==> config.mk <==
export PLATFORM = sky130hd
export DESIGN_NAME = fab_ctrl
export DESIGN_NICKNAME = d
export VERILOG_FILES = /design/src/hw/rtl/fab_pkg.sv /design/src/hw/rtl/fab_ctrl.sv
export SDC_FILE = /design/constraint.sdc
export NUM_CORES = 1
export LEC_CHECK = 0
export BUFFER_PORTS_ARGS = -buffer_cell sky130_fd_sc_hd__buf_2
export CORE_UTILIZATION = 40
export DETAILED_ROUTE_END_ITERATION = 8
export PLACE_DENSITY = 0.74
export SETUP_SLACK_MARGIN = 0.1
export SYNTH_ARGS = -nofsm -noshare
export SYNTH_HDL_FRONTEND = slang
export SYNTH_SLANG_ARGS = --single-unit
export TNS_END_PERCENT = 10
==> constraint.sdc <==
create_clock -name clk -period 3.9 [get_ports clk]
set_input_delay 0.39 -clock clk [delete_from_list [all_inputs] [get_ports clk]]
set_output_delay 0.39 -clock clk [all_outputs]
set_load 0.005 [all_outputs]
==> src/hw/rtl/fab_pkg.sv <==
// Shared constants, command/status types and box overlap test for the box classifier.
package fab_pkg;

  // Fixed point format of weights and scaled coordinates
  localparam int FRAC_BITS = 16;
  localparam int WW        = FRAC_BITS + 1;
  localparam logic [WW-1:0] ONE_Q  = {1'b1, {FRAC_BITS{1'b0}}};
  localparam logic [WW:0]   HALF_Q = {3'b001, {(FRAC_BITS-1){1'b0}}};
  localparam logic [WW:0]   ONE_X  = {2'b01, {FRAC_BITS{1'b0}}};

  // Default store depths
  localparam int CAT_DEPTH_DEF = 64;
  localparam int REF_DEPTH_DEF = 64;

  // Port widths
  localparam int COORD_W     = 16;
  localparam int REF_IDX_W   = 6;
  localparam int CAT_W       = 6;
  localparam int IN_TDATA_W  = 112;
  localparam int OUT_TDATA_W = 8;
  localparam int CFG_AW      = 3;
  localparam int CFG_DW      = 17;
  localparam int ALPHA_W     = 17;
  localparam int BETA_W      = 17;
  localparam int REFCNT_W    = 7;

  // Input beat layout in tdata
  localparam int IN_X_LSB    = 0;
  localparam int IN_Y_LSB    = 16;
  localparam int IN_NEAR_BIT = 32;
  localparam int IN_RIDX_LSB = 33;
  localparam int IN_LOX_LSB  = 39;
  localparam int IN_LOY_LSB  = 56;
  localparam int IN_CX_LSB   = 73;
  localparam int IN_CY_LSB   = 90;

  // Opcodes carried in tuser
  localparam logic OPC_CLASSIFY = 1'b0;
  localparam logic OPC_LOAD     = 1'b1;

  // Configuration register indexes
  localparam logic [CFG_AW-1:0] CFG_MAP_W   = 3'd0;
  localparam logic [CFG_AW-1:0] CFG_MAP_H   = 3'd1;
  localparam logic [CFG_AW-1:0] CFG_ALPHA   = 3'd2;
  localparam logic [CFG_AW-1:0] CFG_BETA    = 3'd3;
  localparam logic [CFG_AW-1:0] CFG_REF_CNT = 3'd4;

  typedef struct packed {
    logic ld_pt;
    logic ld_ref;
    logic div_x;
    logic div_y;
    logic div_c;
    logic cap_x;
    logic cap_y;
    logic cap_c;
    logic j_clr;
    logic w_rd_j;
    logic sum_ld;
    logic scan_rd;
    logic best_clr;
    logic w_rd_best;
    logic m_ld_w;
    logic ref_rd;
    logic try_mark;
    logic sel_best;
    logic sel_near;
    logic sel_new;
    logic set_full;
    logic mul_step;
    logic w_wr;
    logic res_ld;
  } fab_cmd_t;

  typedef struct packed {
    logic div_done;
    logic n_zero;
    logic n_full;
    logic j_last;
    logic nearest;
    logic ext_ok;
    logic nref_zero;
    logic r_last;
    logic ovl;
    logic c_last;
    logic k_last;
    logic out_free;
    logic in_is_load;
  } fab_sts_t;

  // True if box m overlaps reference box r (lanes lo_x, lo_y, cx, cy)
  function automatic logic box_overlap(input logic [4*WW-1:0] m, input logic [4*WW-1:0] r);
    logic [WW-1:0] m0, m1, m2, m3, r0, r1, r2, r3;
    logic c0, c1, c2, c3, ux, uy, vx, vy, uvx, uvy;
    m0 = m[0*WW +: WW];
    m1 = m[1*WW +: WW];
    m2 = m[2*WW +: WW];
    m3 = m[3*WW +: WW];
    r0 = r[0*WW +: WW];
    r1 = r[1*WW +: WW];
    r2 = r[2*WW +: WW];
    r3 = r[3*WW +: WW];
    c0  = m0 < r0;
    ux  = c0 && (({1'b0, r0} + {1'b0, m2}) < ONE_X);
    c1  = m1 < r1;
    uy  = c1 && (({1'b0, r1} + {1'b0, m3}) < ONE_X);
    c2  = r2 > m2;
    vx  = (({1'b0, m0} + {1'b0, r2}) < ONE_X) && c2;
    c3  = r3 > m3;
    vy  = (({1'b0, m1} + {1'b0, r3}) < ONE_X) && c3;
    uvx = !c0 && !c2;
    uvy = !c1 && !c3;
    return (ux && uy) || (vx && vy) || ((ux || vx) && uvy) || ((uy || vy) && uvx);
  endfunction

endpackage

==> src/hw/rtl/fab_ctrl.sv <==
// Controller state machine sequencing scaling, choice, search, vigilance and learning.
module fab_ctrl
  import fab_pkg::*;
(
  input  logic     clk,
  input  logic     rst_n,
  input  logic     in_tvalid,
  output logic     in_tready,
  input  fab_sts_t sts,
  output fab_cmd_t cmd
);

  localparam logic [4:0] S_IDLE = 5'd0;
  localparam logic [4:0] S_SX   = 5'd1;
  localparam logic [4:0] S_SXW  = 5'd2;
  localparam logic [4:0] S_SYW  = 5'd3;
  localparam logic [4:0] S_CRD  = 5'd4;
  localparam logic [4:0] S_CSUM = 5'd5;
  localparam logic [4:0] S_CDIV = 5'd6;
  localparam logic [4:0] S_CDW  = 5'd7;
  localparam logic [4:0] S_SC0  = 5'd8;
  localparam logic [4:0] S_SCAN = 5'd9;
  localparam logic [4:0] S_SCL  = 5'd10;
  localparam logic [4:0] S_PICK = 5'd11;
  localparam logic [4:0] S_MIN  = 5'd12;
  localparam logic [4:0] S_RRD  = 5'd13;
  localparam logic [4:0] S_RL   = 5'd14;
  localparam logic [4:0] S_RDEC = 5'd15;
  localparam logic [4:0] S_NEWC = 5'd16;
  localparam logic [4:0] S_UPD  = 5'd17;
  localparam logic [4:0] S_WR   = 5'd18;
  localparam logic [4:0] S_OUT  = 5'd19;

  logic [4:0] state_r, state_nxt;

  assign in_tready = state_r == S_IDLE;

  // Next state and commands
  always_comb begin
    state_nxt = state_r;
    cmd       = '0;
    unique case (state_r)
      S_IDLE: begin
        if (in_tvalid) begin
          if (sts.in_is_load) begin
            cmd.ld_ref = 1'b1;
          end else begin
            cmd.ld_pt = 1'b1;
            state_nxt = S_SX;
          end
        end
      end
      S_SX: begin
        cmd.div_x = 1'b1;
        state_nxt = S_SXW;
      end
      S_SXW: begin
        if (sts.div_done) begin
          cmd.cap_x = 1'b1;
          cmd.div_y = 1'b1;
          state_nxt = S_SYW;
        end
      end
      S_SYW: begin
        if (sts.div_done) begin
          cmd.cap_y = 1'b1;
          cmd.j_clr = 1'b1;
          state_nxt = sts.n_zero ? S_NEWC : S_CRD;
        end
      end
      S_CRD: begin
        cmd.w_rd_j = 1'b1;
        state_nxt  = S_CSUM;
      end
      S_CSUM: begin
        cmd.sum_ld = 1'b1;
        state_nxt  = S_CDIV;
      end
      S_CDIV: begin
        cmd.div_c = 1'b1;
        state_nxt = S_CDW;
      end
      S_CDW: begin
        if (sts.div_done) begin
          cmd.cap_c = 1'b1;
          state_nxt = sts.j_last ? S_SC0 : S_CRD;
        end
      end
      S_SC0: begin
        cmd.j_clr    = 1'b1;
        cmd.best_clr = 1'b1;
        state_nxt    = S_SCAN;
      end
      S_SCAN: begin
        cmd.scan_rd = 1'b1;
        if (sts.j_last) state_nxt = S_SCL;
      end
      S_SCL: state_nxt = S_PICK;
      S_PICK: begin
        if (sts.nearest) begin
          cmd.sel_near = 1'b1;
          state_nxt    = S_OUT;
        end else begin
          cmd.w_rd_best = 1'b1;
          state_nxt     = S_MIN;
        end
      end
      S_MIN: begin
        cmd.m_ld_w = 1'b1;
        state_nxt  = S_RRD;
      end
      S_RRD: begin
        if (!sts.ext_ok || sts.nref_zero) begin
          state_nxt = S_RDEC;
        end else begin
          cmd.ref_rd = 1'b1;
          if (sts.r_last) state_nxt = S_RL;
        end
      end
      S_RL: state_nxt = S_RDEC;
      S_RDEC: begin
        if (sts.ext_ok && !sts.ovl) begin
          cmd.sel_best = 1'b1;
          state_nxt    = S_UPD;
        end else begin
          cmd.try_mark = 1'b1;
          state_nxt    = sts.c_last ? S_NEWC : S_SC0;
        end
      end
      S_NEWC: begin
        if (sts.n_full) begin
          cmd.set_full = 1'b1;
          state_nxt    = S_OUT;
        end else begin
          cmd.sel_new = 1'b1;
          state_nxt   = S_UPD;
        end
      end
      S_UPD: begin
        cmd.mul_step = 1'b1;
        if (sts.k_last) state_nxt = S_WR;
      end
      S_WR: begin
        cmd.w_wr  = 1'b1;
        state_nxt = S_OUT;
      end
      S_OUT: begin
        if (sts.out_free) begin
          cmd.res_ld = 1'b1;
          state_nxt  = S_IDLE;
        end
      end
      default: state_nxt = S_IDLE;
    endcase
  end

  always_ff @(posedge clk) begin
    if (!rst_n) begin
      state_r <= S_IDLE;
    end else begin
      state_r <= state_nxt;
    end
  end

endmodule

==> flow_metrics.env, run 1 <==
export IMPL_rrSetupSlack_ns=1.87
export IMPL_post_cts_resized=0
export IMPL_hp_class="input pin to register"
export IMPL_hold_ws_ns=0.477
export IMPL_combPwrFrac=0.550
export IMPL_power_share_clock=0.159
export IMPL_grt_total_usage=0.216
export IMPL_drc=0
export IMPL_post_cts_buffers=0
export IMPL_grt_setup_unrepaired="no"
export IMPL_synth_edff_count=0
export IMPL_synthFlopType="dfxtp_1"
export IMPL_cp_max_fo=17
export IMPL_synthCells=108
export IMPL_port_buffers=40
export IMPL_wl_per_cell_um=12.8
export IMPL_drv_cap=0
export IMPL_status="finished clean"
export IMPL_ir_drop_mv=0.355
export IMPL_ant_nets=0
export IMPL_finalHoldViolCount=0
export IMPL_gp_congestion=0.854
export IMPL_yosysMostFrequentCell="nor2_1"
export IMPL_setup_tns_ns=0
export IMPL_rows=14
export IMPL_swShare=0.458
export IMPL_max_slew_margin_rel=0.610
export IMPL_vias=925
export IMPL_syn_num_nets=124
export IMPL_path_class="register to output pin"
export IMPL_hold_start="rst_n"
export IMPL_finClkSkew_ns=0.00839
export IMPL_ys_seq_area_frac=0.142
export IMPL_top_register="state_r"
export IMPL_tightest_slew_ns=0.585
export IMPL_die_area_mm2=0.00193
export IMPL_drt_initial_drc_count=47
export IMPL_use_met1=0.283
export IMPL_cts_root_buf="clkbuf_4"
export IMPL_max_stage_delay_ns=0.69
export IMPL_grt_start_max_net_pins=18
export IMPL_p_int_mw=0.208
export IMPL_cp_num_buf_inv=1
export IMPL_clk_pin_slew_ns=0.05
export IMPL_p_total_mw=0.384
export IMPL_cp_required_ns=3.51
export IMPL_cts_buffer_depth=2
export IMPL_nNetsFinal=158
export IMPL_largest_reg_flops=5
export IMPL_grt_pass1_wl_um=3250
export IMPL_die_w_um=43.9
export IMPL_clock_sinks=5
export IMPL_synth_top_area_share=0.142
export IMPL_p_leak_nw=0.436
export IMPL_finalCritPeriodShare=0.603
export IMPL_vias_per_cell=5.89
export IMPL_min_to="state_r[2]$_SDFFE_PN0P_"
export IMPL_power_density_mw_per_mm2=430
export IMPL_grt_pass1_vias=786
export IMPL_avgSynthCellArea_um2=6.51
export IMPL_fill_cells=169
export IMPL_use_met3=0.0542
export IMPL_dp_hpwl_um=1540
export IMPL_wirelength_um=2020
export IMPL_layout_area_seq_um2=100
export IMPL_ys_types=32
export IMPL_fin_crit_ns=2.35
export IMPL_gr_total_overflow=0
export IMPL_initial_core_util=0.446
export IMPL_netSwitchingPower_mw=0.176
export IMPL_finalSetupViolCount=0
export IMPL_ys_ff_latch=5
export IMPL_htreeDepth=1
export IMPL_ys_top_cells_by_count="17 x nor2_1, 13 x nand2_1, 10 x nand2b_1, 10 x nor3_1"
export IMPL_antenna_found_initial=0
export IMPL_yosys_area_top_type="dfxtp_1"
export IMPL_io_pins=41
export IMPL_drive_above_1_share=0.326
export IMPL_critPathSlowestCell="dfxtp_1"
export IMPL_numCtsBuffers=3
export IMPL_max_freq_mhz=425
export IMPL_r2r_cells=5
export IMPL_syn_area_um2=703
export IMPL_hold_buffers=0
export IMPL_diodes=0
export IMPL_cts_tree="yes"
export IMPL_slew_viol_final=0
export IMPL_end_kind="output pin"
export IMPL_core_region_area_mm2=0.00158
export IMPL_async_reset_ff_frac=0
export IMPL_grt_use_met2=0.364
export IMPL_r2r_end="state_r[3]$_SDFFE_PN0P_"
export IMPL_first_pass_iters=6
export IMPL_p_seq_frac=0.291
export IMPL_die_h_um=43.9
export IMPL_reg_top3="state_r x5"
export IMPL_clock_latency_ns=0.25
export IMPL_worst_hold_path_num_cells=3
export IMPL_critPathLaunchType="register"
export IMPL_yosys_top_cells_area="dfxtp_1 14%, nor2_1 9.1%, nand2b_1 8.9%, nor3_1 7.1%, nand2_1 6.9%"
export IMPL_critPathTopFamily="simple AND/OR/NAND/NOR gates"
export IMPL_area_growth_pct=27.0
export IMPL_grt_busiest_layer="met2"
export IMPL_reg2reg_from="state_r[1]$_SDFFE_PN0P_"
export IMPL_arrival_ns=1.96
export IMPL_multi_input_area_um2=539
export IMPL_cp_cell_sequence="and2_1 > nand2b_1 > nor3_1 > buf_2"
export IMPL_yosys_warnings=0
-- through the flow --
step	area (um2)	util	cells	worst slack (ns)
after floorplan	703	-	108	2.22
after global placement	867	0.550	153	1.88
after detailed placement	867	0.550	153	1.87
after CTS	893	0.567	157	1.59
after global routing	893	0.567	157	1.44
final	893	0.567	157	1.55
-- worst min-delay path: stages --
cell     delay (ns)
buf_2          0.15
nand2_1        0.08
mux2i_1        0.06
-- power by group through the flow --
stage	sequential, mW	clock, mW	combinational [mW]
after floorplan	0.0711	0	0.200
after global placement	0.108	0	0.208
after detailed placement	0.111	0	0.211
after CTS	0.110	0.0618	0.212
after global routing	0.116	0.0642	0.236
final	0.112	0.0612	0.211
-- kinds of logic (layout without fill, tap and decap cells) --
logic type / Yosys count / after routing / synth area share
AOI/OAI and AO/OA: 17 / 17 / 0.190
DFF: 5 / 5 / 0.142
and+or+nand+nor: 69 / 69 / 0.520
buffers and inverters: 13 / 46 / 0.0907
muxes: 4 / 4 / 0.0569
-- cell type report --
class	count	area share
Clock buffer	4	0.0294
Sequential cell	5	0.112
Tap cell	16	0.0224
Timing Repair Buffer	40	0.224
Inverter	2	0.00840
Multi-Input combinational cell	90	0.604
-- metal layers --
layer / vias up / wire length [um]
met3: 0 / 196
met1: 421 / 883
met4: 0 / 0
met2: 53 / 936
met5: - / 0
li1: 451 / -
-- worst max path at each step --
stage	start	to	slack, ns	cells after the start
3_3_place_gp	state_r[1]$_SDFFE_PN0P_	cmd[5]	1.88	4
5_1_grt	state_r[1]$_SDFFE_PN0P_	cmd[5]	1.44	4
4_1_cts	state_r[1]$_SDFFE_PN0P_	cmd[5]	1.59	4
3_5_place_dp	state_r[1]$_SDFFE_PN0P_	cmd[5]	1.87	4
2_1_floorplan	state_r[1]$_SDFFE_PN0P_	state_r[3]$_SDFFE_PN0P_	2.22	6
6_report	state_r[1]$_SDFFE_PN0P_	cmd[5]	1.55	4
-- placed cells by master (no fill, tap or decap) --
master     netlist  layout
and4b_1          2       2
dfxtp_1          5       5
inv_1            2       2
o21ai_0          2       2
and3_1           3       3
nor3_1          10      10
or3b_2           1       1
nor2b_1          1       1
nand3b_1         1       1
o311ai_0         1       1
nand4b_1         2       2
nand2_1         13      13
a2111oi_4        1       1
nand3_1          2       2
buf_2            3      40
a21boi_0         1       1
clkbuf_1         5       1
or3_4            1       1
mux2i_1          4       4
a31o_1           1       1
nand2b_1        10      10
a211oi_1         3       3
o22ai_1          1       1
and2_1           1       1
nor4b_1          1       1
nor2_1          17      17
clkbuf_4         0       3
o31ai_1          3       3
a21oi_1          4       4
nor4_1           4       4
Power figures use the tool's default switching activity.
==> inputs of run 2 (changes only) <==
Settings changed: CORE_UTILIZATION 40 to 38.
Clock period 3.9 ns to 2.04 ns, I/O delays scaled along.
==> flow_metrics.env, run 2 (synthesized netlist as in run 1, its figures left out) <==
export IMPL_cts_tree="yes"
export IMPL_io_pins=41
export IMPL_top_register="state_r"
export IMPL_final_cell_mix="40 x buf_2, 17 x nor2_1, 13 x nand2_1"
export IMPL_cp_num_buf_inv=1
export IMPL_cp_required_ns=1.84
export IMPL_drv_cap=0
export IMPL_drive_above_1_share=0.365
export IMPL_htreeDepth=1
export IMPL_first_pass_iters=4
export IMPL_end_kind="output pin"
export IMPL_wirelength_um=2100
export IMPL_critPathLaunchType="register"
export IMPL_cts_root_buf="clkbuf_4"
export IMPL_die_area_mm2=0.00203
export IMPL_critPathTopFamily="simple AND/OR/NAND/NOR gates"
export IMPL_pre_cts_ws_ns=0.231
export IMPL_fin_ws_ns=0.214
export IMPL_wl_per_cell_um=12.1
export IMPL_grt_total_usage=0.209
export IMPL_ir_drop_mv=0.420
export IMPL_drc=0
export IMPL_setup_tns_ns=0
export IMPL_power_density_mw_per_mm2=802
export IMPL_die_h_um=45.0
export IMPL_clk_pin_slew_ns=0.04
export IMPL_cp_max_fo=9
export IMPL_slew_viol_final=0
export IMPL_diodes=0
export IMPL_gp_congestion=0.919
export IMPL_tightest_slew_ns=0.385
export IMPL_clock_sinks=5
export IMPL_largest_reg_flops=5
export IMPL_layout_commonest_cell="buf_2"
export IMPL_drt_initial_drc_count=21
export IMPL_hp_class="input pin to register"
export IMPL_cp_cell_sequence="or3_4 > nor3_1 > and3_1 > buf_2"
export IMPL_max_freq_mhz=548
export IMPL_max_stage_delay_ns=0.44
export IMPL_arrival_ns=1.62
export IMPL_finalCritPeriodShare=0.895
export IMPL_core_region_area_mm2=0.00173
export IMPL_p_leak_nw=0.473
export IMPL_path_class="register to output pin"
export IMPL_area_growth_pct=36.3
export IMPL_cts_buffer_depth=2
export IMPL_rows=15
export IMPL_initial_core_util=0.407
export IMPL_port_buffers=40
export IMPL_antenna_found_initial=0
export IMPL_max_slew_margin_rel=0.741
export IMPL_grt_setup_unrepaired="no"
export IMPL_final_core_util=0.555
export IMPL_vias=948
export IMPL_vias_per_cell=5.48
export IMPL_reg_top3="state_r x5"
export IMPL_clock_latency_ns=0.24
export IMPL_finalSetupViolCount=0
export IMPL_critPathSlowestCell="or3_4"
export IMPL_fin_crit_ns=1.83
export IMPL_grt_pass1_vias=761
export IMPL_gr_total_overflow=0
export IMPL_ant_nets=0
export IMPL_finClkSkew_ns=0.000234
export IMPL_grt_start_max_net_pins=14
export IMPL_dp_hpwl_um=1690
export IMPL_nNetsFinal=165
export IMPL_grt_pass1_wl_um=3210
export IMPL_die_w_um=45.0
export IMPL_status="finished clean"
export IMPL_numCtsBuffers=3
export IMPL_finalHoldViolCount=0
-- run 2: cell types whose count changed in the layout (fill, tap and decap cells not counted) --
cell and delta:
buf_4 +7, dfxtp_1 -1, dfxtp_2 +1
-- run 2: stage by stage --
| stage | power, mW | instance area [um2] | hold WS [ns] | instances |
|---|---|---|---|---|
| 6_report | 0.768 | 958 | 0.296 | 173 |
| 3_5_place_dp | 0.646 | 931 | 0.544 | 169 |
| 2_1_floorplan | 0.518 | 703 | 0.442 | 108 |
| 4_1_cts | 0.763 | 957 | 0.290 | 173 |
| 5_1_grt | 0.833 | 958 | 0.299 | 173 |
| 3_3_place_gp | 0.631 | 931 | 0.533 | 169 |
-- run 2: where the power goes --
part / switching [mW] / internal [mW] / leakage [nW]
Combinational: 0.249 / 0.233 / 0.417
Clock: 0.0404 / 0.0739 / 0.0150
Sequential: 0.0499 / 0.123 / 0.0409
Total: 0.339 / 0.429 / 0.473
-- run 2: final cells by class --
type	count	area, um2
fillers	196	768
multi-input cells	90	539
repair buffers	47	253
flip-flops and latches	5	101
well taps	25	31.3
clock buffers	4	26.3
inverters	2	7.51
-- run 2: worst paths after layout --
path | slack (ns) | from | cells after the start | end
worst max-delay path | 0.21 | state_r[2]$_SDFFE_PN0P_ | 4 | cmd[22]
worst min-delay path | 0.30 | rst_n | 3 | state_r[0]$_SDFFE_PN0P_
worst min register to register | 0.57 | state_r[0]$_SDFFE_PN0P_ | 2 | state_r[0]$_SDFFE_PN0P_
worst max register to register | 0.28 | state_r[2]$_SDFFE_PN0P_ | 5 | state_r[3]$_SDFFE_PN0P_
-- run 2: routing by layer --
layer  share of wire  vias to the layer above  GRT usage
met2            0.49                       52      0.383
li1                -                      464          -
met5               0                        -          0
met1            0.44                      432      0.263
met4               0                        0     0.0182
met3           0.068                        0     0.0360
-- run 2: repair_timing --
action / CTS / global route
setup buffers: 0 / 0
setup endpoints to repair: 0 / 3
gates resized for setup: 0 / 1
hold buffers: 0 / 0
-- run 2: worst register-to-register path, cell delays in order, from the launching register on --
cell and delay (ns):
dfxtp_1 0.38, or3_4 0.44, a2111oi_4 0.32, nor4_1 0.12, and4b_1 0.21, a31o_1 0.18
